File: src/hw/rtl/assert_macros.svh
// Assertion macros shared by the timer bank RTL.
// Needs a clock named clk and an active-low reset named rst_n in scope.
`ifndef ASSERT_MACROS_SVH
`define ASSERT_MACROS_SVH

// Check on every clock edge while out of reset.
`define PSTB_ASSERT(label, prop, msg) \
    label: assert property (@(posedge clk) disable iff (!rst_n) (prop)) else $error(msg);

// Check on every clock edge, reset included.
`define PSTB_ASSERT_ALWAYS(label, prop, msg) \
    label: assert property (@(posedge clk) (prop)) else $error(msg);

`endif

File: src/hw/rtl/pstb_pkg.sv
// Package for the periodic soft timer bank: sizes, kind codes and transaction types.
// No dependencies.
package pstb_pkg;

    localparam int NUM_TIMERS     = 4;
    localparam int COUNT_WIDTH    = 16;

    localparam int KIND_W         = 2;
    localparam int TIMER_ID_W     = 3;
    localparam int PERIOD_W       = 16;
    localparam int EXPIRED_MASK_W = 4;
    localparam int HIT_W          = (NUM_TIMERS > EXPIRED_MASK_W) ? NUM_TIMERS : EXPIRED_MASK_W;

    localparam logic [KIND_W-1:0] KIND_TICK  = 2'd0;
    localparam logic [KIND_W-1:0] KIND_START = 2'd1;
    localparam logic [KIND_W-1:0] KIND_KILL  = 2'd2;

    typedef logic [COUNT_WIDTH-1:0] count_t;

    typedef struct packed {
        logic [KIND_W-1:0]     kind;
        logic [TIMER_ID_W-1:0] timer_id;
        logic [PERIOD_W-1:0]   period_ticks;
    } item_t;

    typedef struct packed {
        logic [EXPIRED_MASK_W-1:0] expired_mask;
        logic                      bad_id;
    } result_t;

endpackage

File: src/hw/rtl/pstb_in_stage.sv
// Input register of the timer bank: holds one accepted transaction.
// Depends on pstb_pkg.
module pstb_in_stage (
    input  logic           clk,
    input  logic           rst_n,
    input  logic           load,
    input  logic           drain,
    input  pstb_pkg::item_t item_in,
    output logic           valid,
    output pstb_pkg::item_t item_out
);
    import pstb_pkg::*;

    logic  valid_reg;
    logic  valid_next;
    item_t item_reg;

    always_comb
    begin
        valid_next = valid_reg;
        if (drain)
        begin
            valid_next = 1'b0;
        end
        if (load)
        begin
            valid_next = 1'b1;
        end
    end

    always_ff @(posedge clk or negedge rst_n)
    begin
        if (!rst_n)
        begin
            valid_reg <= 1'b0;
        end
        else
        begin
            valid_reg <= valid_next;
        end
    end

    always_ff @(posedge clk)
    begin
        if (load)
        begin
            item_reg <= item_in;
        end
    end

    assign valid    = valid_reg;
    assign item_out = item_reg;

endmodule

File: src/hw/rtl/pstb_timer_bank.sv
// Timer state and per-transaction update: tick, start and kill of the countdown timers.
// Depends on pstb_pkg and assert_macros.svh.
`include "assert_macros.svh"

module pstb_timer_bank (
    input  logic             clk,
    input  logic             rst_n,
    input  logic             apply,
    input  pstb_pkg::item_t   item,
    output pstb_pkg::result_t result
);
    import pstb_pkg::*;

    count_t cnt_reg  [NUM_TIMERS];
    count_t cnt_next [NUM_TIMERS];
    count_t rel_reg  [NUM_TIMERS];
    count_t rel_next [NUM_TIMERS];
    logic [HIT_W-1:0] hit;
    logic   id_known;
    logic   err;
    count_t load_val;

    always_comb
    begin
        id_known = (32'(item.timer_id) < NUM_TIMERS);
        load_val = (item.kind == KIND_START) ? COUNT_WIDTH'(item.period_ticks) : '0;
        hit      = '0;
        err      = 1'b0;
        for (int i = 0; i < NUM_TIMERS; i++)
        begin
            cnt_next[i] = cnt_reg[i];
            rel_next[i] = rel_reg[i];
        end
        unique case (item.kind)
            KIND_TICK:
            begin
                for (int i = 0; i < NUM_TIMERS; i++)
                begin
                    if (cnt_reg[i] == COUNT_WIDTH'(1))
                    begin
                        cnt_next[i] = rel_reg[i];
                        hit[i]      = 1'b1;
                    end
                    else if (cnt_reg[i] != '0)
                    begin
                        cnt_next[i] = cnt_reg[i] - COUNT_WIDTH'(1);
                    end
                end
            end
            KIND_START, KIND_KILL:
            begin
                if (id_known)
                begin
                    for (int i = 0; i < NUM_TIMERS; i++)
                    begin
                        if (32'(item.timer_id) == i)
                        begin
                            cnt_next[i] = load_val;
                            rel_next[i] = load_val;
                        end
                    end
                end
                else
                begin
                    err = 1'b1;
                end
            end
            default:
            begin
                // drop unused kind
            end
        endcase
    end

    always_ff @(posedge clk or negedge rst_n)
    begin
        if (!rst_n)
        begin
            for (int i = 0; i < NUM_TIMERS; i++)
            begin
                cnt_reg[i] <= '0;
                rel_reg[i] <= '0;
            end
        end
        else if (apply)
        begin
            for (int i = 0; i < NUM_TIMERS; i++)
            begin
                cnt_reg[i] <= cnt_next[i];
                rel_reg[i] <= rel_next[i];
            end
        end
    end

    assign result.expired_mask = hit[EXPIRED_MASK_W-1:0];
    assign result.bad_id       = err;

    `PSTB_ASSERT(a_err_excl_expiry, !(err && (hit != '0)), "error with expiry")

    for (genvar g = 0; g < NUM_TIMERS; g++)
    begin : g_chk
        `PSTB_ASSERT(a_cnt_le_reload, cnt_reg[g] <= rel_reg[g], "counter above reload")
        `PSTB_ASSERT(a_idle_zero, (cnt_reg[g] == '0) |-> (rel_reg[g] == '0), "stray reload")
    end

endmodule

File: src/hw/rtl/pstb_out_stage.sv
// Result register of the timer bank: holds one result transaction until taken.
// Depends on pstb_pkg.
module pstb_out_stage (
    input  logic             clk,
    input  logic             rst_n,
    input  logic             load,
    input  logic             taken,
    input  pstb_pkg::result_t res_in,
    output logic             valid,
    output pstb_pkg::result_t res_out
);
    import pstb_pkg::*;

    logic    valid_reg;
    logic    valid_next;
    result_t res_reg;

    always_comb
    begin
        valid_next = valid_reg;
        if (taken)
        begin
            valid_next = 1'b0;
        end
        if (load)
        begin
            valid_next = 1'b1;
        end
    end

    always_ff @(posedge clk or negedge rst_n)
    begin
        if (!rst_n)
        begin
            valid_reg <= 1'b0;
        end
        else
        begin
            valid_reg <= valid_next;
        end
    end

    always_ff @(posedge clk)
    begin
        if (load)
        begin
            res_reg <= res_in;
        end
    end

    assign valid   = valid_reg;
    assign res_out = res_reg;

endmodule

File: src/hw/rtl/periodic_soft_timer_bank_top.sv
// Top level of the periodic soft timer bank: input register, timer state, result register.
// Depends on pstb_pkg, pstb_in_stage, pstb_timer_bank, pstb_out_stage, assert_macros.svh.
//
//   channel | handshake           | payload
//   --------+---------------------+-------------------------------------
//   input   | in_valid / in_ready | kind, timer_id, period_ticks
//   output  | out_valid/out_ready | expired_mask, bad_id
//
// One transaction per cycle unless the output stalls; the result loads as the input drains.
// The latency is set by the input register and the result register around the timer update.
// Reset clears all counters and reload values and empties both registers.
// A stalled output holds the result; the input register still takes one more transaction.
`include "assert_macros.svh"

module periodic_soft_timer_bank_top (
    input  logic                                   clk,
    input  logic                                   rst_n,
    input  logic                                   in_valid,
    output logic                                   in_ready,
    input  logic [pstb_pkg::KIND_W-1:0]            kind,
    input  logic [pstb_pkg::TIMER_ID_W-1:0]        timer_id,
    input  logic [pstb_pkg::PERIOD_W-1:0]          period_ticks,
    output logic                                   out_valid,
    input  logic                                   out_ready,
    output logic [pstb_pkg::EXPIRED_MASK_W-1:0]    expired_mask,
    output logic                                   bad_id
);
    import pstb_pkg::*;

    item_t   item_in;
    item_t   item_s1;
    result_t res_s1;
    result_t res_out;
    logic    s1_valid;
    logic    advance;
    logic    in_load;

    assign item_in.kind         = kind;
    assign item_in.timer_id     = timer_id;
    assign item_in.period_ticks = period_ticks;

    assign advance  = s1_valid && (!out_valid || out_ready);
    assign in_ready = !s1_valid || advance;
    assign in_load  = in_valid && in_ready;

    pstb_in_stage u_in (
        .clk      (clk),
        .rst_n    (rst_n),
        .load     (in_load),
        .drain    (advance),
        .item_in  (item_in),
        .valid    (s1_valid),
        .item_out (item_s1)
    );

    pstb_timer_bank u_bank (
        .clk    (clk),
        .rst_n  (rst_n),
        .apply  (advance),
        .item   (item_s1),
        .result (res_s1)
    );

    pstb_out_stage u_out (
        .clk     (clk),
        .rst_n   (rst_n),
        .load    (advance),
        .taken   (out_valid && out_ready),
        .res_in  (res_s1),
        .valid   (out_valid),
        .res_out (res_out)
    );

    assign expired_mask = res_out.expired_mask;
    assign bad_id       = res_out.bad_id;

    `PSTB_ASSERT(a_stall, !in_ready |-> (s1_valid && out_valid && !out_ready), "bad stall")
    `PSTB_ASSERT(a_advance_fills_out, advance |=> out_valid, "result lost")

endmodule

File: config.mk
export PLATFORM = sky130hd
export DESIGN_NAME = periodic_soft_timer_bank_top
export DESIGN_NICKNAME = d
export VERILOG_FILES = /design/src/hw/rtl/pstb_pkg.sv /design/src/hw/rtl/pstb_in_stage.sv /design/src/hw/rtl/pstb_timer_bank.sv /design/src/hw/rtl/pstb_out_stage.sv /design/src/hw/rtl/periodic_soft_timer_bank_top.sv
export VERILOG_INCLUDE_DIRS = /design/src /design/src/hw/rtl
export SDC_FILE = /design/constraint.sdc
export NUM_CORES = 1
export LEC_CHECK = 0
export BUFFER_PORTS_ARGS = -buffer_cell sky130_fd_sc_hd__buf_2
export CORE_ASPECT_RATIO = 0.6
export CORE_MARGIN = 2
export CORE_UTILIZATION = 30
export CTS_CLUSTER_DIAMETER = 150
export DETAILED_ROUTE_END_ITERATION = 16
export GPL_TIMING_DRIVEN = 1
export PLACE_DENSITY = 0.44
export SKIP_CTS_REPAIR_TIMING = 1
export SYNTH_ARGS = -nofsm -noshare
export SYNTH_HDL_FRONTEND = slang
export SYNTH_SLANG_ARGS = --single-unit
File: constraint.sdc
create_clock -name clk -period 3.7 [get_ports clk]
set_clock_uncertainty 0.15 [all_clocks]
set_input_delay 0.555 -clock clk [delete_from_list [all_inputs] [get_ports clk]]
set_output_delay 0.555 -clock clk [all_outputs]
set_load 0.05 [all_outputs]
=== Word-level counts from Yosys, hierarchy flattened ===
Cells that the tools add are included.

* Memories kept: 0
* Flip-flop bits (word level): 156
* Output and inout bits: 7
* Bits of input ports: 25
* Latch bits: 0
* Logic and storage cells: 87
* ROM bits: 0
* Memory bits (writable): 0

* Order comparisons: 1
* Add/subtract/negate cells: 4
* Shift-type cells: 0
* $mul: 0
* Reduce and logical (&&, ||, !) cells: 25
* Div/mod/pow operators: 0
* Bitwise gates (word level): 0
* Equality and inequality tests: 18
* Muxes and demuxes: 24

{| class="wikitable"
|+ Operator list
! kind !! count
|-
| 16-bit two-way mux || 13
|-
| 64-bit case mux with 2 select lines || 1
|-
| 16-bit by 1-bit == test with 1-bit output (second input constant) || 4
|-
| 64-bit two-way mux || 1
|-
| 16-bit nonzero test || 4
|-
| 16-bit by 1-bit subtractor with 16-bit output (second input constant) || 4
|-
| 5-bit AND reduction || 4
|-
| 4-bit AND reduction || 4
|-
| 3-bit by 1-bit inequality test with 1-bit output (second input constant) || 4
|-
| 2-bit by 1-bit inequality test with 1-bit output (second input constant) || 5
|-
| 1-bit two-way mux || 9
|-
| 3-bit by 2-bit == test with 1-bit output (second input constant) || 2
|-
| 2-bit nonzero test || 3
|-
| 3-bit by 1-bit == test with 1-bit output (second input constant) || 1
|-
| 1-bit logical AND || 3
|-
| 3-bit logical NOT || 1
|-
| 3-bit less-than comparator (second input constant) || 1
|-
| 2-bit by 1-bit == test with 1-bit output (second input constant) || 1
|-
| 2-bit == test (second input constant) || 1
|-
| 1-bit logical NOT || 2
|-
| 2-bit logical NOT || 1
|-
| 1-bit logical OR || 2
|-
| 2-bit OR reduction || 1
|}

=== Logic depth before layout (Yosys ltp) ===
* Word-level depth: 6
* Gate-level depth with buffers: 10

=== Modules after synthesis ===
Synthesis repeated with hierarchy kept, for this count alone.

* Cell total of the unflattened synthesis: 867
* Area, all modules: 8,027.7 µm²

{| class="wikitable"
|+ Modules (own cells, without submodules)
! module !! sequential area each (µm²) !! area each (µm²) !! times used !! cells each
|-
| pstb_timer_bank || 3,203.1 || 7,129.3 || 1 || 830
|-
| pstb_in_stage || 655.6 || 666.9 || 1 || 24
|-
| pstb_out_stage || 175.2 || 186.4 || 1 || 8
|-
| periodic_soft_timer_bank_top || 0.0 || 45.0 || 1 || 5
|}

=== Worst setup path before layout ===
No wires, ideal clock.

* Path type: register to register
* Start: register u_out.valid_reg, in the netlist u_out.valid
* End: register u_in.item_reg, in the netlist u_in.item_out[0] (enable)
* Stages on the path, launching flop included: 3
* Buffers on the path: 0
* Slack: 1.426 ns
* Period minus slack after synthesis: 2.274 ns
* Data arrival time: 1.744 ns
* Data required time: 3.171 ns
* Cell sequence: dfrtp_1 > nand3b_1 > and2_1

* Word-level cells in the longest chain between the ends: 5

{| class="wikitable"
|+ Ends and longest elaborated chain
! what !! line !! source
|-
| start, declared || pstb_out_stage.sv:14 || <nowiki>logic valid_reg;</nowiki>
|-
| start signal, assigned || pstb_out_stage.sv:39 || <nowiki>valid_reg <= valid_next;</nowiki>
|-
| 1-bit logical NOT || periodic_soft_timer_bank_top.sv:42 || <nowiki>assign advance = s1_valid && (!out_valid || out_ready);</nowiki>
|-
| 1-bit logical OR || periodic_soft_timer_bank_top.sv:42 ||
|-
| 1-bit logical AND || periodic_soft_timer_bank_top.sv:42 ||
|-
| 1-bit logical OR || periodic_soft_timer_bank_top.sv:43 || <nowiki>assign in_ready = !s1_valid || advance;</nowiki>
|-
| named net in_ready || periodic_soft_timer_bank_top.sv:19 || <nowiki>output logic in_ready,</nowiki>
|-
| 1-bit logical AND || periodic_soft_timer_bank_top.sv:44 || <nowiki>assign in_load = in_valid && in_ready;</nowiki>
|-
| named net in_load || periodic_soft_timer_bank_top.sv:36 || <nowiki>logic in_load;</nowiki>
|-
| end signal, assigned || pstb_in_stage.sv:47 || <nowiki>item_reg <= item_in;</nowiki>
|-
| end, declared || pstb_in_stage.sv:16 || <nowiki>item_t item_reg;</nowiki>
|}

The timed path passes the listed nets, and every way through them passes these cells.
A chain may end at the register's enable or synchronous reset.

=== Worst setup path in the final report ===
* Start: register u_in.item_reg, in the netlist u_in.item_out[19]
* End: register u_bank.cnt_reg[40] in the netlist's numbering

* Word-level cells in the longest chain between the ends: 5
* Elaborated cells on any way between the ends: 13

{| class="wikitable"
|+ Ends and longest elaborated chain
! what !! line !! source
|-
| 2-bit by 1-bit == test with 1-bit output || pstb_timer_bank.sv:26, pstb_timer_bank.sv:34 ||
|-
| 16-bit two-way mux || pstb_timer_bank.sv:26 || <nowiki>load_val = (item.kind == KIND_START) ? COUNT_WIDTH'(item.period_ticks) : '0;</nowiki>
|-
| 16-bit two-way mux || pstb_timer_bank.sv:56 || <nowiki>if (32'(item.timer_id) == i)</nowiki>
|-
| 64-bit two-way mux || pstb_timer_bank.sv:52 || <nowiki>if (id_known)</nowiki>
|-
| 64-bit case mux with 2 select lines || pstb_timer_bank.sv:34 || <nowiki>unique case (item.kind)</nowiki>
|-
| end signal, assigned by index || pstb_timer_bank.sv:89 || <nowiki>cnt_reg[i] <= cnt_next[i];</nowiki>
|-
| end, declared || pstb_timer_bank.sv:14 || <nowiki>count_t cnt_reg [NUM_TIMERS];</nowiki>
|}

Several ways; a longest one is shown, not always the timed one. The select of a mux whose other input is x is not followed.

==> impl_metrics.csv <==
group,metric,value,unit
placed_design,place_hpwl,18.50,mm
clock_tree,tritoncts_clock_tree,"done",
setup_path,cp.arrival,3040,ps
die,fp.dieH,130.9,um
drt,avgRoutedWirePerCell,21.21,um
final_layout,layout.area.seq,4034,um2
synthesis,synth_compound_area_frac,0.1916,
global_routing,grt_start_max_net_pins,67,
synthesis,dominantRegCellSynth,"dfrtp_1",
synthesis,seq_total_area_yosys,0.5010,
synthesis,synth_seq_cells,156,
setup_path,timing_worst_setup_path_type,"register to register",
timing,timing.final.setup_violations,0,
timing,timing.final.crit_period,2828,ps
job,cap_violations,0,
setup_path,required,3910,ps
drt,ant_nets_after_route,0,
global_routing,grt_overflow_total,0,
timing,slew-limit-headroom,0.3101,
synthesis,post_synth_inst_count,858,
final_layout,multi_input_area,3737,um2
timing,hold_viol,59,
global_routing,grt_pass1_vias,5888,
final_layout,insertedDiodeCount,0,
timing,worst_pin_slew,1035,ps
pwr,p_per_area,657.3,nW/um2
timing,finalHoldWorstSlack,-27.59,ps
timing,fmax,353.6,MHz
run_status,failed_checks,"hold timing",
drt,post_route_drc,0,
synthesis,synth-edff-count,26,
pwr,worst_ir_drop_vdd,0.0002616,V
placed_design,globalplace.congestion,0.8143,
run_status,outcome,"complete, but fails checks",
synthesis,syn_area,8051,um2
final_layout,final_nets,909,
timing,rsz0062_at_grt,"no",
final_layout,drive_above_1_share,0.1186,
drt,via_density_per_instance,5.180,
die,std_cell_rows,46,
die,die_area,28210,um2
drt,first_iter_violations,553,
final_layout,most_frequent_cells_in_the_layout,"nand2_1 (146), dfrtp_1 (130), nor2_1 (96)",
drt,drtPass1Iterations,6,
clock_tree,clk_transition_reported_paths,70,ps
die,start_util,0.3048,
global_routing,antenna_found_initial,0,
synthesis,mappedNetlistNets,895,
timing,report.final.slew_viol_count,0,
synthesis,avgSynthCellArea,9.384,um2
die,fp.coreArea,26420,um2
global_routing,grt_use_total,0.1951,
pwr,power_leakage,3.664,nW
clock_tree,htree_num_levels,4,
synthesis,largest_family_of_logic_cells_by_synthesized_area,"simple AND/OR/NAND/NOR gates",
drt,drt_wl_total,26.41,mm
die,die_width,215.5,um
synthesis,ys_types,69,
worst_hold_path,hold_class,"primary input to asynchronous set/reset pin",
global_routing,grt_pass1_wl,39.77,mm
setup_path,worst-path-max-fanout,22,
synthesis,yosys-mux-area-fraction,0.002486,
setup_path,crit_end_element,"register",
synthesis,synth_simple_gate_area_share,0.2124,
placed_design,io_buffer_count,31,
clock_tree,cts_buffers,17,
drt,dr_total_vias,6449,
synthesis,synth_xor_area_frac,0.03699,
setup_path,crit_path_start_kind,"register",
clock_tree,clkSinkCount,156,
final_layout,layout_commonest_cell,"nand2_1",
final_layout,area.growth.synth_to_final,13.86,%
die,floorplan.io_pins,32,
clock_tree,clk-insertion-delay-late,450,ps
synthesis,post_synth_fa_ha_maj_area_fraction,0.01865,
timing,min_period_over_period,0.7643,
final_layout,fillers,2743,
clock_tree,max-clock-path-buffers,2,
synthesis,ys.warnings.count,0,
timing,tns,0,ps
synthesis,postSynth.asyncResetShare,0.8333,
clock_tree,root_buffer,"clkbuf_16",
cell type report:
| class | instances | share of cell area |
|---|---|---|
| inverters | 15 | 0.006142 |
| clock buffers | 18 | 0.04790 |
| well taps | 360 | 0.04913 |
| clock inverters | 14 | 0.01706 |
| flip-flops and latches | 156 | 0.4400 |
| multi-input cells | 635 | 0.4077 |
| repair buffers | 47 | 0.03207 |
stage by stage:
| step | utilization | worst slack [ps] | area [um2] | total power [mW] | cells |
|---|---|---|---|---|---|
| floorplan | - | 1426 | 8051 | 3.737 | 858 |
| global placement | 0.3245 | 878.9 | 8572 | 4.209 | 1213 |
| detailed placement | 0.3245 | 904.9 | 8572 | 4.202 | 1213 |
| CTS | 0.3470 | 877.9 | 9168 | 6.050 | 1245 |
| global route | 0.3470 | 559.0 | 9168 | 6.394 | 1245 |
| finish | 0.3470 | 872.1 | 9168 | 6.026 | 1245 |
metal layers:
metal / part of all wire / track usage
met1: 0.55 / 0.3140
met2: 0.38 / 0.2581
met3: 0.055 / 0.03681
met4: 0.012 / 0.05355
met5: 0 / 0
cells in the mapped netlist, drive strengths merged (8+ instances only):
master	instances	area, um2
ha	12	150.1
a211o	12	105.1
o31ai	8	60.06
o211ai	34	255.2
nor4	13	141.4
and3	8	55.05
nor3	17	90.09
xor2	14	122.6
edfxtp	26	780.8
xnor2	20	175.2
dfrtp	130	3253
nor2	96	360.4
nand3	19	100.1
clkbuf	34	127.6
a31oi	52	325.3
a21oi	12	60.06
nand2	147	554.3
inv	14	52.55
buf	18	112.6
o21ai	85	425.4
logic make-up (layout without fill, tap and decap cells):
group	Yosys count	in the layout
buf+inv	67	94
compound gates	238	238
fa+ha+maj	12	12
mux	2	2
flops	156	156
xor+xnor	34	34
simple gates	349	349
path summary, 6_finish.rpt:
path / startpoint / end / slack [ps] / depth (start not counted)
hold reg to reg: u_bank.rel_reg[22] / u_bank.rel_reg[22] / 330 / 2
setup reg to reg: u_in.item_out[19] / u_bank.cnt_reg[40] / 870 / 9
max in group asynchronous: rst_n / u_bank.cnt_reg[44] / 2660 / 2
hold / removal: rst_n / u_bank.rel_reg[56] / -30 / 1
setup / recovery: u_in.item_out[19] / u_bank.cnt_reg[40] / 870 / 9
min in group clk: period_ticks[0] / u_in.item_out[0] / 130 / 1
critical path, cell delays in order (launching register included):
cell      delay [ps]
edfxtp_1         380
inv_1             60
ha_2             510
nand2b_1         130
nor3b_1          230
o21ai_0          180
a31oi_2          500
buf_4            370
nor2_1            70
a31oi_1          160
where the power goes:
part	internal (mW)	total [mW]	switching, mW
logic	0.687	1.53	0.845
clock network	1.03	1.83	0.804
registers	2.14	2.66	0.529
No activity file was read; power rests on OpenSTA's default activity.
